`config.mk`:
```
export PLATFORM = sky130hd
export DESIGN_NAME = framed_command_packet_receiver_unit_flat
export DESIGN_NICKNAME = d
export VERILOG_FILES = /design/src/design/fcpr_pkg.sv /design/src/design/fcpr_in_if.sv /design/src/design/fcpr_out_if.sv /design/src/design/fcpr_front.sv /design/src/design/fcpr_queue.sv /design/src/design/fcpr_back.sv /design/src/design/framed_command_packet_receiver_unit.sv /design/src/flat_wrapper.sv
export SDC_FILE = /design/constraint.sdc
export NUM_CORES = 1
export LEC_CHECK = 0
export ABC_AREA = 1
export CAP_MARGIN = 20
export CORE_MARGIN = 2
export CORE_UTILIZATION = 54
export CTS_BUF_LIST = sky130_fd_sc_hd__clkbuf_4
export CTS_CLUSTER_DIAMETER = 150
export DETAILED_ROUTE_END_ITERATION = 12
export DONT_BUFFER_PORTS = 1
export PLACE_DENSITY = 0.69
export REMOVE_ABC_BUFFERS = 1
export SETUP_SLACK_MARGIN = 0.05
export SLEW_MARGIN = 5
export SYNTH_ARGS = -nofsm -noshare
export SYNTH_HDL_FRONTEND = slang
export SYNTH_SLANG_ARGS = --single-unit
export TNS_END_PERCENT = 100
```
`constraint.sdc`:
```
create_clock -name i_clk -period 6.45 [get_ports i_clk]
set_input_delay 1.29 -clock i_clk [delete_from_list [all_inputs] [get_ports i_clk]]
set_output_delay 1.29 -clock i_clk [all_outputs]
set_load 0.01 [all_outputs]
```
`src/design/fcpr_pkg.sv`:
```
// ----------------------------------------------------------------------------
// fcpr_pkg
// Shared types, constants and helpers of the framed command packet receiver.
// ----------------------------------------------------------------------------
package fcpr_pkg;

    localparam logic [7:0] START_FIRST  = 8'h23;  // '#'
    localparam logic [7:0] START_SECOND = 8'h25;  // '%'
    localparam int unsigned PAYLOAD_LEN = 4;
    localparam int unsigned QUEUE_DEPTH = 2;

    localparam logic [7:0] START_SUM = START_FIRST + START_SECOND;

    localparam logic [7:0] HDR_CMD_A    = 8'h0A;
    localparam logic [7:0] HDR_CMD_B    = 8'h0B;
    localparam logic [7:0] HDR_CMD_C    = 8'h0C;
    localparam logic [7:0] HDR_PING     = 8'h0D;
    localparam logic [7:0] HDR_PWR_1    = 8'h81;
    localparam logic [7:0] HDR_PWR_2    = 8'h82;
    localparam logic [7:0] HDR_PWR_3    = 8'h83;

    typedef enum logic [1:0] {
        ST_OK      = 2'd0,
        ST_BAD_SUM = 2'd1,
        ST_BAD_HDR = 2'd2
    } t_status;

    // Frame record handed from the parser to the executor.
    typedef struct packed {
        logic [7:0]                  header;
        logic [PAYLOAD_LEN-1:0][7:0] payload;
        logic                        sum_ok;
    } t_frame;

    function automatic logic header_known(input logic [7:0] hdr);
        logic known;
        unique case (hdr)
            HDR_CMD_A, HDR_CMD_B, HDR_CMD_C, HDR_PING,
            HDR_PWR_1, HDR_PWR_2, HDR_PWR_3: known = 1'b1;
            default:                         known = 1'b0;
        endcase
        return known;
    endfunction

endpackage

```
`src/design/fcpr_in_if.sv`:
```
// ----------------------------------------------------------------------------
// fcpr_in_if
// Byte channel into the receiver: valid/ready handshake with one rx byte.
// ----------------------------------------------------------------------------
interface fcpr_in_if;
    logic       valid;
    logic       ready;
    logic [7:0] rx_byte;

    modport source (output valid, output rx_byte, input ready);
    modport sink   (input valid, input rx_byte, output ready);
endinterface

```
`src/design/fcpr_out_if.sv`:
```
// ----------------------------------------------------------------------------
// fcpr_out_if
// Result channel: one beat per completed frame, with status and error counts.
// ----------------------------------------------------------------------------
interface fcpr_out_if;
    logic        valid;
    logic        ready;
    logic [7:0]  frame_header;
    logic [7:0]  data_byte0;
    logic [7:0]  data_byte1;
    logic [7:0]  data_byte2;
    logic [7:0]  data_byte3;
    logic [1:0]  frame_status;
    logic [15:0] checksum_errors;
    logic [15:0] unknown_headers;

    modport source (
        output valid, input ready,
        output frame_header, output data_byte0, output data_byte1,
        output data_byte2, output data_byte3, output frame_status,
        output checksum_errors, output unknown_headers
    );
    modport sink (
        input valid, output ready,
        input frame_header, input data_byte0, input data_byte1,
        input data_byte2, input data_byte3, input frame_status,
        input checksum_errors, input unknown_headers
    );
endinterface

```
`src/design/fcpr_front.sv`:
```
// ----------------------------------------------------------------------------
// fcpr_front
// Frame parser: tracks start marks, collects header and payload, checks sum.
// ----------------------------------------------------------------------------
module fcpr_front (
    input  logic            i_clk,
    input  logic            i_rst_n,
    input  logic            i_valid,
    input  logic [7:0]      i_byte,
    output logic            o_ready,
    output logic            o_push,
    output fcpr_pkg::t_frame o_frame,
    input  logic            i_push_ready
);

    typedef enum logic [1:0] {
        PH_WAIT   = 2'd0,
        PH_HEADER = 2'd1,
        PH_DATA   = 2'd2,
        PH_CHECK  = 2'd3
    } t_phase;

    localparam int unsigned IDX_W = $clog2(fcpr_pkg::PAYLOAD_LEN);

    t_phase                              r_phase, n_phase;
    logic [7:0]                          r_last;
    logic [7:0]                          r_sum, n_sum;
    logic [IDX_W-1:0]                    r_idx, n_idx;
    logic [7:0]                          r_hdr;
    logic [fcpr_pkg::PAYLOAD_LEN-1:0][7:0] r_pay;

    logic accept;
    logic start_mark;

    // Only the checksum byte needs room in the queue.
    assign o_ready    = i_push_ready || (r_phase != PH_CHECK);
    assign accept     = i_valid && o_ready;
    assign start_mark = (r_last == fcpr_pkg::START_FIRST) &&
                        (i_byte == fcpr_pkg::START_SECOND);
    assign o_push     = accept && !start_mark && (r_phase == PH_CHECK);

    assign o_frame.header  = r_hdr;
    assign o_frame.payload = r_pay;
    assign o_frame.sum_ok  = (r_sum == i_byte);

    always_comb begin
        n_phase = r_phase;
        n_sum   = r_sum;
        n_idx   = r_idx;
        if (start_mark) begin
            n_phase = PH_HEADER;
            n_sum   = fcpr_pkg::START_SUM;
        end else begin
            unique case (r_phase)
                PH_WAIT: begin
                end
                PH_HEADER: begin
                    n_sum   = r_sum + i_byte;
                    n_idx   = '0;
                    n_phase = PH_DATA;
                end
                PH_DATA: begin
                    n_sum = r_sum + i_byte;
                    n_idx = r_idx + IDX_W'(1);
                    if (r_idx == IDX_W'(fcpr_pkg::PAYLOAD_LEN - 1)) begin
                        n_phase = PH_CHECK;
                    end
                end
                PH_CHECK: begin
                    n_phase = PH_WAIT;
                end
                default: begin
                    n_phase = PH_WAIT;
                end
            endcase
        end
    end

    always_ff @(posedge i_clk) begin
        if (!i_rst_n) begin
            r_phase <= PH_WAIT;
            r_last  <= '0;
            r_sum   <= '0;
            r_idx   <= '0;
        end else if (accept) begin
            r_phase <= n_phase;
            r_last  <= i_byte;
            r_sum   <= n_sum;
            r_idx   <= n_idx;
        end
    end

    // Payload stores need no reset: every frame writes them before the check.
    always_ff @(posedge i_clk) begin
        if (accept && !start_mark) begin
            if (r_phase == PH_HEADER) begin
                r_hdr <= i_byte;
            end
            if (r_phase == PH_DATA) begin
                r_pay[r_idx] <= i_byte;
            end
        end
    end

endmodule

```
`src/design/fcpr_queue.sv`:
```
// ----------------------------------------------------------------------------
// fcpr_queue
// Short frame queue decoupling the parser from the executor.
// ----------------------------------------------------------------------------
module fcpr_queue #(
    parameter int unsigned P_DEPTH = fcpr_pkg::QUEUE_DEPTH
) (
    input  logic             i_clk,
    input  logic             i_rst_n,
    input  logic             i_push,
    input  fcpr_pkg::t_frame i_frame,
    output logic             o_push_ready,
    output logic             o_valid,
    output fcpr_pkg::t_frame o_frame,
    input  logic             i_pop
);

    localparam int unsigned PTR_W = (P_DEPTH > 1) ? $clog2(P_DEPTH) : 1;
    localparam int unsigned CNT_W = $clog2(P_DEPTH + 1);

    fcpr_pkg::t_frame r_mem [P_DEPTH];
    logic [PTR_W-1:0] r_wptr, r_rptr;
    logic [CNT_W-1:0] r_cnt;
    logic             do_push, do_pop;

    assign o_push_ready = (r_cnt != CNT_W'(P_DEPTH));
    assign o_valid      = (r_cnt != '0);
    assign o_frame      = r_mem[r_rptr];
    assign do_push      = i_push && o_push_ready;
    assign do_pop       = i_pop && o_valid;

    function automatic logic [PTR_W-1:0] ptr_next(input logic [PTR_W-1:0] p);
        return (p == PTR_W'(P_DEPTH - 1)) ? '0 : p + PTR_W'(1);
    endfunction

    always_ff @(posedge i_clk) begin
        if (!i_rst_n) begin
            r_wptr <= '0;
            r_rptr <= '0;
            r_cnt  <= '0;
        end else begin
            if (do_push) begin
                r_wptr <= ptr_next(r_wptr);
            end
            if (do_pop) begin
                r_rptr <= ptr_next(r_rptr);
            end
            if (do_push && !do_pop) begin
                r_cnt <= r_cnt + CNT_W'(1);
            end else if (do_pop && !do_push) begin
                r_cnt <= r_cnt - CNT_W'(1);
            end
        end
    end

    always_ff @(posedge i_clk) begin
        if (do_push) begin
            r_mem[r_wptr] <= i_frame;
        end
    end

endmodule

```
`src/design/fcpr_back.sv`:
```
// ----------------------------------------------------------------------------
// fcpr_back
// Frame executor: grades each frame, advances error counts, drives results.
// ----------------------------------------------------------------------------
module fcpr_back (
    input  logic             i_clk,
    input  logic             i_rst_n,
    input  logic             i_valid,
    input  fcpr_pkg::t_frame i_frame,
    output logic             o_pop,
    fcpr_out_if.source       o_res
);

    logic                        r_valid;
    logic [7:0]                  r_hdr;
    logic [fcpr_pkg::PAYLOAD_LEN-1:0][7:0] r_pay;
    fcpr_pkg::t_status           r_status, n_status;
    logic [15:0]                 r_bad_sum, n_bad_sum;
    logic [15:0]                 r_bad_hdr, n_bad_hdr;

    assign o_pop = i_valid && (!r_valid || o_res.ready);

    always_comb begin
        n_bad_sum = r_bad_sum;
        n_bad_hdr = r_bad_hdr;
        if (!i_frame.sum_ok) begin
            n_status  = fcpr_pkg::ST_BAD_SUM;
            n_bad_sum = r_bad_sum + 16'd1;
        end else if (fcpr_pkg::header_known(i_frame.header)) begin
            n_status  = fcpr_pkg::ST_OK;
        end else begin
            n_status  = fcpr_pkg::ST_BAD_HDR;
            n_bad_hdr = r_bad_hdr + 16'd1;
        end
    end

    always_ff @(posedge i_clk) begin
        if (!i_rst_n) begin
            r_valid   <= 1'b0;
            r_bad_sum <= '0;
            r_bad_hdr <= '0;
        end else if (o_pop) begin
            r_valid   <= 1'b1;
            r_bad_sum <= n_bad_sum;
            r_bad_hdr <= n_bad_hdr;
        end else if (o_res.ready) begin
            r_valid   <= 1'b0;
        end
    end

    always_ff @(posedge i_clk) begin
        if (o_pop) begin
            r_hdr    <= i_frame.header;
            r_pay    <= i_frame.payload;
            r_status <= n_status;
        end
    end

    assign o_res.valid           = r_valid;
    assign o_res.frame_header    = r_hdr;
    assign o_res.data_byte0      = r_pay[0];
    assign o_res.data_byte1      = r_pay[1];
    assign o_res.data_byte2      = r_pay[2];
    assign o_res.data_byte3      = r_pay[3];
    assign o_res.frame_status    = r_status;
    assign o_res.checksum_errors = r_bad_sum;
    assign o_res.unknown_headers = r_bad_hdr;

endmodule

```
`src/design/framed_command_packet_receiver_unit.sv`:
```
// ----------------------------------------------------------------------------
// framed_command_packet_receiver_unit
// Serial command deframer with additive checksum and error counters.
// ----------------------------------------------------------------------------
//
//   Port     Dir  Beat                               Handshake
//   i_rx     in   one received byte (rx_byte)        valid/ready
//   o_res    out  header, 4 data bytes, status,      valid/ready
//                 checksum and header error counts
//
// Flow: one byte per cycle while the frame queue has room for checksum
//   bytes; a result beat is registered: its checksum byte is written into
//   the queue, then the back end loads the record into the output register.
// Reset: synchronous active low; phase, previous byte, sum, counters, queue
//   pointers and the output valid clear.
// Stalls: only a checksum byte waits on a full frame queue; header and data
//   bytes keep flowing while results back up at o_res.
//
// The front parses the byte stream: a '#' followed by '%' restarts a frame
// in any phase, then it collects the header and four data bytes, keeping a
// running modulo-256 sum that includes the start mark. On the checksum byte
// it pushes a frame record with a sum-match flag into the queue. The back
// end pops records, grades them (bad sum first, then unknown header), bumps
// the wrapping error counts and holds the result in an output register.
// ----------------------------------------------------------------------------
module framed_command_packet_receiver_unit #(
    parameter int unsigned P_QUEUE_DEPTH = fcpr_pkg::QUEUE_DEPTH
) (
    input  logic       i_clk,
    input  logic       i_rst_n,
    fcpr_in_if.sink    i_rx,
    fcpr_out_if.source o_res
);

    // Parser to queue
    logic             front_push;
    logic             queue_push_ready;
    fcpr_pkg::t_frame front_frame;

    // Queue to executor
    logic             queue_valid;
    logic             back_pop;
    fcpr_pkg::t_frame queue_frame;

    fcpr_front u_front (
        .i_clk        (i_clk),
        .i_rst_n      (i_rst_n),
        .i_valid      (i_rx.valid),
        .i_byte       (i_rx.rx_byte),
        .o_ready      (i_rx.ready),
        .o_push       (front_push),
        .o_frame      (front_frame),
        .i_push_ready (queue_push_ready)
    );

    fcpr_queue #(
        .P_DEPTH (P_QUEUE_DEPTH)
    ) u_queue (
        .i_clk        (i_clk),
        .i_rst_n      (i_rst_n),
        .i_push       (front_push),
        .i_frame      (front_frame),
        .o_push_ready (queue_push_ready),
        .o_valid      (queue_valid),
        .o_frame      (queue_frame),
        .i_pop        (back_pop)
    );

    // Hold results here until the sink takes them; drop nothing.
    fcpr_back u_back (
        .i_clk   (i_clk),
        .i_rst_n (i_rst_n),
        .i_valid (queue_valid),
        .i_frame (queue_frame),
        .o_pop   (back_pop),
        .o_res   (o_res)
    );

endmodule

```
`src/flat_wrapper.sv`:
```
// flat-port wrapper written by rule: the top's interface ports become plain ports
module framed_command_packet_receiver_unit_flat 
#(
    parameter int unsigned P_QUEUE_DEPTH = fcpr_pkg::QUEUE_DEPTH
)
  (i_clk, i_rst_n, i_rx_valid, i_rx_rx_byte, i_rx_ready, o_res_valid, o_res_ready, o_res_frame_header, o_res_data_byte0, o_res_data_byte1, o_res_data_byte2, o_res_data_byte3, o_res_frame_status, o_res_checksum_errors, o_res_unknown_headers);
  fcpr_in_if i_rx_i ();
  fcpr_out_if o_res_i ();
  input  logic i_clk;
  input  logic i_rst_n;
  input wire logic [$bits(i_rx_i.valid)-1:0] i_rx_valid;
  input wire logic [$bits(i_rx_i.rx_byte)-1:0] i_rx_rx_byte;
  output wire logic [$bits(i_rx_i.ready)-1:0] i_rx_ready;
  output wire logic [$bits(o_res_i.valid)-1:0] o_res_valid;
  input wire logic [$bits(o_res_i.ready)-1:0] o_res_ready;
  output wire logic [$bits(o_res_i.frame_header)-1:0] o_res_frame_header;
  output wire logic [$bits(o_res_i.data_byte0)-1:0] o_res_data_byte0;
  output wire logic [$bits(o_res_i.data_byte1)-1:0] o_res_data_byte1;
  output wire logic [$bits(o_res_i.data_byte2)-1:0] o_res_data_byte2;
  output wire logic [$bits(o_res_i.data_byte3)-1:0] o_res_data_byte3;
  output wire logic [$bits(o_res_i.frame_status)-1:0] o_res_frame_status;
  output wire logic [$bits(o_res_i.checksum_errors)-1:0] o_res_checksum_errors;
  output wire logic [$bits(o_res_i.unknown_headers)-1:0] o_res_unknown_headers;
  assign i_rx_i.valid = i_rx_valid;
  assign i_rx_i.rx_byte = i_rx_rx_byte;
  assign i_rx_ready = i_rx_i.ready;
  assign o_res_valid = o_res_i.valid;
  assign o_res_i.ready = o_res_ready;
  assign o_res_frame_header = o_res_i.frame_header;
  assign o_res_data_byte0 = o_res_i.data_byte0;
  assign o_res_data_byte1 = o_res_i.data_byte1;
  assign o_res_data_byte2 = o_res_i.data_byte2;
  assign o_res_data_byte3 = o_res_i.data_byte3;
  assign o_res_frame_status = o_res_i.frame_status;
  assign o_res_checksum_errors = o_res_i.checksum_errors;
  assign o_res_unknown_headers = o_res_i.unknown_headers;
  framed_command_packet_receiver_unit #(.P_QUEUE_DEPTH(P_QUEUE_DEPTH)) u_core (.i_clk(i_clk), .i_rst_n(i_rst_n), .i_rx(i_rx_i), .o_res(o_res_i));
endmodule
```
==> results of run 1 <==
per-layer routing:
metal | track usage, % | share of wire [%] | routed length, um | up-vias
li1 | - | - | - | 2967
met1 | 24.1 | 42 | 7480 | 2829
met2 | 33.9 | 50 | 8810 | 200
met3 | 4.61 | 5.4 | 952 | 43
met4 | 9.87 | 2.7 | 474 | 0
met5 | 0 | 0 | 0 | -
flip-flops by register name, indices dropped and copies added (netlist names), 16 cells and up, named ones only:
name	cells
u_core.u_queue.r_mem	82
u_core.u_front.o_frame	32
u_core.u_back.o_res.checksum_errors	16
u_core.u_back.o_res.unknown_headers	16
per-stage QoR:
step | total power, uW | area, um2
3_3_place_gp | 2440 | 9310
6_report | 3600 | 10100
3_5_place_dp | 2460 | 9370
4_1_cts | 3650 | 10100
2_1_floorplan | 2290 | 9000
5_1_grt | 3790 | 10100
synthesized netlist by cell type, types with 12 or more instances:
cell / count
nand4_1: 32
a21oi_1: 40
edfxtp_1: 164
clkbuf_1: 12
inv_1: 91
ha_1: 17
o21ai_0: 23
nand2_1: 236
nand3_1: 27
nand2_2: 16
nor2_1: 58
dfxtp_1: 58
final cells by class:
| class | count | area (um2) | area share (%) |
|---|---|---|---|
| multi-input cells | 507 | 2570 | 25.5 |
| well taps | 220 | 275 | 2.73 |
| clock inverters | 21 | 134 | 1.33 |
| inverters | 93 | 357 | 3.53 |
| repair buffers | 5 | 77.6 | 0.768 |
| flip-flops and latches | 222 | 6090 | 60.3 |
| clock buffers | 80 | 601 | 5.95 |
cell usage in the layout (no fill, tap or decap), types with 2 or more instances in the layout:
master / n
nor2_4: 3
a31oi_1: 2
o21ai_0: 23
bufinv_16: 2
a21oi_2: 9
nand4_1: 32
nand2_1: 236
and3_1: 2
or2_2: 2
xnor2_1: 6
edfxtp_1: 164
nand2_2: 16
ha_1: 17
nand3b_1: 3
buf_4: 3
clkbuf_4: 80
clkinv_2: 2
a21oi_1: 40
xor2_1: 11
buf_16: 2
nor3b_1: 2
nor4_1: 3
nor3_1: 6
nand3_1: 27
clkinv_1: 18
inv_1: 90
nor2_1: 56
nor2_2: 3
dfxtp_1: 58
worst max-delay path by stage:
stage	start	cells after the start	end
after floorplan	i_rx_valid	6	u_core.u_queue.r_mem[1][0]$_DFFE_PP_
final	u_core.u_front.r_phase[0]$_SDFFE_PN0P_	9	u_core.u_queue.r_mem[1][20]$_DFFE_PP_
after global routing	u_core.u_front.r_phase[0]$_SDFFE_PN0P_	9	u_core.u_queue.r_mem[1][21]$_DFFE_PP_
after CTS	u_core.u_front.r_phase[0]$_SDFFE_PN0P_	9	u_core.u_queue.r_mem[1][29]$_DFFE_PP_
after global placement	i_rx_valid	6	u_core.u_queue.r_mem[1][4]$_DFFE_PP_
after detailed placement	o_res_ready	10	u_core.u_back.o_res.checksum_errors[3]$_SDFFE_PN0P_
kinds of logic (layout without fill, tap and decap cells):
kind of cell / Yosys count / count (layout)
compound gates: 79 / 79
xor+xnor: 17 / 17
fa+ha+maj: 18 / 18
buf+inv: 114 / 199
flops: 222 / 222
simple gates: 393 / 393
power breakdown:
part | leakage, uW | switching [uW] | internal [uW]
registers | 0.00197 | 144 | 1760
clock network | 0.000431 | 534 | 650
logic | 0.00140 | 398 | 113
total | 0.00380 | 1080 | 2520
==> flow_summary.toml, run 1 <==
[run_status]
status = "finished, final reports clean"

[clock_tree]
post-cts-setup-buffers = 0
root_buffer = "clkbuf_4"
ctsResizeCount = 0
htreeDepth = 2
tritoncts.num_buffers = 54
clockBufferDepth = 3
tritoncts = "built"
clock-sinks = 222
clock_latency_ns = 0.64
hold_buffers = 0
path_clk_slew_ns = 0.07

[worst_setup_path]
startpoint_type = "flop"
crit_top_cell = "nand2_1"
crit_slowest_cell = "nor2_4"
crit_path_cell_trace = "ha_1 > nand3_1 > nand2_1 > inv_1 > nand2_1 > inv_1 > nand2_1 > nor2_4 > buf_16"
arrival_ns = 3.19
critPathTopFamily = "simple AND/OR/NAND/NOR gates"
slowest_delay_ns = 0.61
reg2reg_slack_ns = 3.59
path_class = "reg2reg"
rr_worst_depth = 9
worstPathRequired_ns = 6.78
cp_num_buf_inv = 3
endpoint_kind = "flop"
r2r_end = "u_core.u_queue.r_mem[1][20]$_DFFE_PP_"
r2r_start = "u_core.u_front.r_phase[0]$_SDFFE_PN0P_"
path_max_fanout = 22

[sta]
setup_viol = 0
fin_skew_ns = 0.0175
fin_tns_setup_ns = 0
maxSlewViolCount = 0
clock.fmax_ghz = 0.350
slew_headroom_pct = 39.9
hold_viol = 0
hold_slack_ns = 0.444
rsz0062_at_grt = "no"
fin_ws_ns = 3.59
fin_crit_sh_pct = 44.3
fin_crit_ns = 2.86
worst_pin_slew_ns = 0.899

[finish]
fin_util_pct = 61.1
syn_to_final_growth_pct = 10.7
n_antenna_cell = 0
fin_cells = 1148
final_nets = 913
n_fill_cell = 1318
drive_gt1_share_pct = 13.9

[logic_synthesis]
synth_warnings = 0
ys_ff_latch = 222
yosys.area.top_type_share_pct = 54.0
synthAdderAreaFrac_pct = 2.55
synthXorXnorAreaFrac_pct = 1.63
synth_top_family_by_area = "simple AND/OR/NAND/NOR gates"
synthArstFlopShare_pct = 0
yosysUniqueCellTypes = 39
synth_simple_gate_area_share_pct = 18.8
syn_area_per_cell_um2 = 10.8
synth_area_leaders = "edfxtp_1 54%, dfxtp_1 13%, nand2_1 9.7%"
synth_cells = 843
synth_compound_area_share_pct = 5.07
synth-edff-count = 164
ys.flop_type = "edfxtp_1"
synth_mux_area_share_pct = 0
netlist.top_cell.by_area = "edfxtp_1"
syn-cell-area_mm2 = 0.00913
ys_seq_area_share_pct = 66.7

[floorplan]
die_h_um = 134
fp.dieArea_mm2 = 0.0180
fp.dieW_um = 134
start_util_pct = 55.2
io_pins = 88
coreArea_mm2 = 0.0165
placementRows = 47

[detailed_routing]
drtAntennaViolNets = 0
drt_iter0_drc = 469
drt_pass1_iterations = 5
wl_um = 17700
vias = 6039
remaining_drc_errors = 0
vias_per_cell = 5.26
wl_per_cell_um = 15.4

[pwr]
p_leak_uw = 0.00380
p_per_area_mw_per_mm2 = 356
peakVddDrop_mv = 0.235

[hold_path]
hold_path.class = "reg2reg"
hold_end = "u_core.u_queue.r_mem[0][14]$_DFFE_PP_"
hp-start = "u_core.u_front.o_frame[14]$_DFFE_PP_"
holdPathStages = 0

[flow_run]
maxCapViolations = 0

[placement]
place_ws_ns = 3.04
place_congestion = 0.896
hpwlAfterDp_um = 11400
numPortBuffers = 0
placed_cells = 1047

[grt]
grt_remaining_overflow = 0
grt_pass1_wl_um = 28600
grt_max_degree = 62
antenna_found_initial = 0
grt_usage_pct = 20.0
grt_pass1_vias = 6088
No activity file was read; power rests on OpenSTA's default activity.
==> inputs of run 2 (changes only) <==
==> constraint.sdc (replaced) <==
create_clock -name i_clk -period 2.9 [get_ports i_clk]
set_input_delay 0.58 -clock i_clk [delete_from_list [all_inputs] [get_ports i_clk]]
set_output_delay 0.58 -clock i_clk [all_outputs]
set_load 0.01 [all_outputs]
==> flow_summary.toml, run 2 (synthesis results as in run 1) <==
[clock_tree]
clockBufferDepth = 3
root_buffer = "clkbuf_4"
tritoncts.num_buffers = 56
path_clk_slew_ns = 0.06
post-cts-setup-buffers = 0
tritoncts = "built"
clock_latency_ns = 0.68
clock-sinks = 222
htreeDepth = 2

[worst_setup_path]
reg2reg_slack_ns = 0.47
cp_num_buf_inv = 3
slowest_delay_ns = 0.39
worstPathRequired_ns = 3.43
arrival_ns = 2.96
endpoint_kind = "flop"
crit_end = "u_core.u_queue.r_cnt[1]$_SDFFE_PN0P_"
r2r_start = "u_core.u_front.r_phase[0]$_SDFFE_PN0P_"
rr_worst_depth = 13
path_max_fanout = 7
critPathTopFamily = "simple AND/OR/NAND/NOR gates"
path_depth = 13
path_class = "reg2reg"
r2r_end = "u_core.u_queue.r_cnt[1]$_SDFFE_PN0P_"
startpoint = "u_core.u_front.r_phase[0]$_SDFFE_PN0P_"
startpoint_type = "flop"
crit_slowest_cell = "dfxtp_1"
crit_path_cell_trace = "ha_1 > nand3_1 > nand2_1 > inv_1 > nand2_1 > inv_1 > nand2_1 > inv_1 > ha_1 > a21oi_1 > o21ai_0 > o21ai_0 > a21oi_1"

[floorplan]
coreArea_mm2 = 0.0165
fp.dieArea_mm2 = 0.0180
die_h_um = 134
placementRows = 47
io_pins = 88
fp.dieW_um = 134
start_util_pct = 55.2

[sta]
fin_crit_ns = 2.43
worst_pin_slew_ns = 0.762
fin_tns_setup_ns = 0
setup_viol = 0
clock.fmax_ghz = 0.411
hold_viol = 0
fin_skew_ns = 0.0521
rsz0062_at_grt = "no"
maxSlewViolCount = 0
slew_headroom_pct = 48.8
fin_crit_sh_pct = 83.9

[grt]
antenna_found_initial = 1
grt_pass1_wl_um = 29400
grt_max_degree = 53
grt_pass1_vias = 6077
grt_usage_pct = 20.8
grt_remaining_overflow = 0

[finish]
drive_gt1_share_pct = 15.2
final_common_cell = "nand2_1"
largest_register_ff_count = 82
layout_common_cells = "236 x nand2_1, 164 x edfxtp_1, 90 x inv_1"
syn_to_final_growth_pct = 12.2
fin_util_pct = 62.0
top_register = "u_core.u_queue.r_mem"
fin_cells = 1166
final_nets = 929

[pwr]
p_per_area_mw_per_mm2 = 791
p_leak_uw = 0.00387
peakVddDrop_mv = 0.424

[placement]
placed_cells = 1052
hpwlAfterDp_um = 11400
numPortBuffers = 0
place_congestion = 0.901

[detailed_routing]
wl_um = 18400
wl_per_cell_um = 15.8
vias = 6163
drt_iter0_drc = 389
vias_per_cell = 5.29
drtAntennaViolNets = 0
drt_pass1_iterations = 6
remaining_drc_errors = 0

[flow_run]
maxCapViolations = 0

[hold_path]
hold_path.class = "in2reg"
holdPathStages = 2

[run_status]
status = "finished, final reports clean"
==> run 2: final cells by class <==
class,count,area [um2]
Antenna cell,1,2.50
Clock buffer,88,661
Clock inverter,16,97.6
Fill cell,1310,6280
Inverter,93,357
Multi-Input combinational cell,507,2570
Sequential cell,222,6090
Tap cell,220,275
Timing Repair Buffer,19,190
==> run 2: stage by stage <==
stage               area [um2]  total power [uW]  hold WS (ns)  setup slack, ns
floorplan                 9000              5090         0.421           -0.650
global placement          9390              5430         0.423            0.579
detailed placement        9390              5490         0.432            0.505
CTS                      10200              8220      0.000112            0.469
global route             10200              8530       0.00458            0.165
finish                   10200              8100        0.0604            0.467
==> run 2: what timing repair did <==
item	CTS	global route
hold endpoints to repair	46	0
setup endpoints to repair	0	0
hold buffers	9	0
gates resized for setup	0	0
==> run 2: how the worst min path moves through the flow <==
stage	end	startpoint	slack (ns)
final	u_core.u_back.o_res.unknown_headers[1]$_SDFFE_PN0P_	i_rst_n	0.06
after detailed placement	u_core.u_queue.r_mem[1][18]$_DFFE_PP_	u_core.u_front.o_frame[18]$_DFFE_PP_	0.43
after global placement	u_core.u_queue.r_mem[0][14]$_DFFE_PP_	u_core.u_front.o_frame[14]$_DFFE_PP_	0.42
after global routing	u_core.u_front.r_last[0]$_SDFFE_PN0P_	i_rst_n	0.005
after floorplan	u_core.u_queue.r_mem[0][10]$_DFFE_PP_	u_core.u_front.o_frame[10]$_DFFE_PP_	0.42
after CTS	u_core.u_queue.r_wptr$_SDFFE_PN0P_	i_rst_n	0.0001
==> run 2: where the power goes <==
part           internal (uW)  switching [uW]  total [uW]
sequential              3920             341        4260
clock                   1470            1220        2690
combinational            262             898        1160
==> run 2: routing by layer <==
| layer | wire length [um] | track usage [%] | part of all wire [%] |
|---|---|---|---|
| met3 | 921 | 4.88 | 5.0 |
| met1 | 7760 | 24.8 | 42 |
| met4 | 596 | 11.3 | 3.2 |
| met2 | 9160 | 35.1 | 50 |
| met5 | 0 | 0 | 0 |
==> inputs of run 3 (changes only) <==
--- a/config.mk
+++ b/config.mk
@@ -13,7 +13,7 @@
 export CTS_CLUSTER_DIAMETER = 150
 export DETAILED_ROUTE_END_ITERATION = 12
 export DONT_BUFFER_PORTS = 1
-export PLACE_DENSITY = 0.69
+export PLACE_DENSITY = 0.72
 export REMOVE_ABC_BUFFERS = 1
 export SETUP_SLACK_MARGIN = 0.05
 export SLEW_MARGIN = 5
==> constraint.sdc (replaced) <==
create_clock -name i_clk -period 2.2 [get_ports i_clk]
set_input_delay 0.44 -clock i_clk [delete_from_list [all_inputs] [get_ports i_clk]]
set_output_delay 0.44 -clock i_clk [all_outputs]
set_load 0.01 [all_outputs]
==> flow_summary.toml, run 3 (synthesis results as in run 1) <==
[worst_setup_path]
critPathTopFamily = "adder cells"
startpoint_type = "flop"
crit_end = "u_core.u_queue.r_cnt[1]$_SDFFE_PN0P_"
slowest_delay_ns = 0.35
r2r_end = "u_core.u_queue.r_cnt[1]$_SDFFE_PN0P_"
endpoint_kind = "flop"
arrival_ns = 2.43
path_class = "reg2reg"
worstPathRequired_ns = 2.71
path_max_fanout = 4
crit_slowest_cell = "dfxtp_2"
startpoint = "u_core.u_front.r_phase[0]$_SDFFE_PN0P_"
crit_path_cell_trace = "ha_2 > nand3_1 > nand2_1 > inv_1 > nand2_1 > inv_1 > nand2_1 > inv_1 > ha_1 > a21oi_1 > o21ai_0 > o21ai_1 > a21oi_1"
reg2reg_slack_ns = 0.28
cp_num_buf_inv = 3
r2r_start = "u_core.u_front.r_phase[0]$_SDFFE_PN0P_"
path_depth = 13
rr_worst_depth = 13

[placement]
numPortBuffers = 0
hpwlAfterDp_um = 11700
placed_cells = 1063
place_congestion = 0.853

[clock_tree]
root_buffer = "clkbuf_4"
clock_latency_ns = 0.64
clockBufferDepth = 3
htreeDepth = 2
path_clk_slew_ns = 0.07
post-cts-setup-buffers = 0
tritoncts = "built"
clock-sinks = 222
tritoncts.num_buffers = 53

[sta]
hold_viol = 0
rsz0062_at_grt = "yes"
fin_crit_ns = 1.92
maxSlewViolCount = 0
fin_skew_ns = 0.0278
setup_viol = 0
slew_headroom_pct = 44.5
fin_crit_sh_pct = 87.3
clock.fmax_ghz = 0.520
worst_pin_slew_ns = 0.829
fin_tns_setup_ns = 0

[floorplan]
start_util_pct = 55.2
fp.dieW_um = 134
die_h_um = 134
fp.dieArea_mm2 = 0.0180
placementRows = 47
io_pins = 88
coreArea_mm2 = 0.0165

[finish]
final_nets = 938
top_register = "u_core.u_queue.r_mem"
layout_common_cells = "236 x nand2_1, 164 x edfxtp_1, 90 x inv_1"
final_common_cell = "nand2_1"
fin_cells = 1173
n_fill_cell = 1315
syn_to_final_growth_pct = 13.0
fin_util_pct = 62.4
drive_gt1_share_pct = 16.5
largest_register_ff_count = 82

[detailed_routing]
drtAntennaViolNets = 0
vias_per_cell = 5.09
drt_pass1_iterations = 5
remaining_drc_errors = 0
drt_iter0_drc = 442
wl_per_cell_um = 15.5
vias = 5975
wl_um = 18200

[grt]
grt_max_degree = 44
grt_usage_pct = 21.0
antenna_found_initial = 1
grt_remaining_overflow = 0
grt_pass1_wl_um = 29900
grt_pass1_vias = 5926

[run_status]
status = "finished, final reports clean"

[hold_path]
hold_path.class = "in2reg"

[pwr]
peakVddDrop_mv = 0.607
p_leak_uw = 0.00391
p_per_area_mw_per_mm2 = 1030

[flow_run]
maxCapViolations = 0
==> run 3: changes by cell type in the layout (fill, tap and decap cells not counted), sizes merged <==
cell | before | now
buf | 10 | 21
clkbuf | 88 | 83
clkinv | 14 | 15
clkinvlp | 2 | 1
dlygate4sd3 | 9 | 10
==> run 3: timing repair <==
action                                  4_1_cts  5_1_grt
endpoints found under the setup margin        0       19
hold buffers                                 10        0
resized for setup                             0        7
endpoints found under the hold margin        65        0
==> run 3: worst min path at each step <==
stage                                                     from                                    end  slack (ns)  depth (start not counted)
after floorplan           u_core.u_front.o_frame[10]$_DFFE_PP_  u_core.u_queue.r_mem[0][10]$_DFFE_PP_        0.42                          0
after global placement    u_core.u_front.o_frame[29]$_DFFE_PP_  u_core.u_queue.r_mem[0][29]$_DFFE_PP_        0.42                          0
after detailed placement     u_core.u_front.r_hdr[5]$_DFFE_PP_  u_core.u_queue.r_mem[0][38]$_DFFE_PP_        0.43                          0
after CTS                                      i_rx_rx_byte[1]  u_core.u_front.r_last[1]$_SDFFE_PN0P_        0.04                          3
after global routing                           i_rx_rx_byte[1]  u_core.u_front.r_last[1]$_SDFFE_PN0P_        0.07                          3
final                                                  i_rst_n   u_core.u_front.r_sum[7]$_SDFFE_PN0P_         0.1                          2
==> run 3: report_power, final <==
group	total [uW]	leakage (uW)	internal, uW	switching [uW]
clock	3420	0.000430	1840	1570
combinational	1610	0.00151	414	1200
sequential	5630	0.00197	5160	463
total	10700	0.00391	7420	3240
==> run 3: area by class of cell <==
class | count | area (um2) | share of cell area (%)
antenna | 1 | 2.50 | 0.0243
sequential | 222 | 6090 | 59.1
multi-input combinational | 507 | 2580 | 25.0
timing repair buffer | 31 | 283 | 2.74
tap | 220 | 275 | 2.67
inverter | 93 | 357 | 3.46
clock buffer | 83 | 623 | 6.04
clock inverter | 16 | 100 | 0.971
==> run 3: layer usage <==
| layer | vias up | wire length [um] | global-route usage (%) |
|---|---|---|---|
| li1 | 2997 | - | - |
| met5 | - | 0 | 0 |
| met3 | 33 | 1030 | 5.14 |
| met4 | 0 | 347 | 7.27 |
| met1 | 2763 | 7840 | 27.3 |
| met2 | 182 | 8980 | 34.8 |
==> run 3: stage by stage <==
| step | worst slack [ns] | hold WS [ns] | total power, uW | instance area (um2) |
|---|---|---|---|---|
| floorplan | -1.35 | 0.421 | 6710 | 9000 |
| global placement | 0.216 | 0.423 | 7260 | 9470 |
| detailed placement | 0.106 | 0.431 | 7330 | 9470 |
| CTS | 0.127 | 0.0416 | 10800 | 10300 |
| global route | 0.0309 | 0.0668 | 11200 | 10300 |
| finish | 0.279 | 0.0992 | 10700 | 10300 |
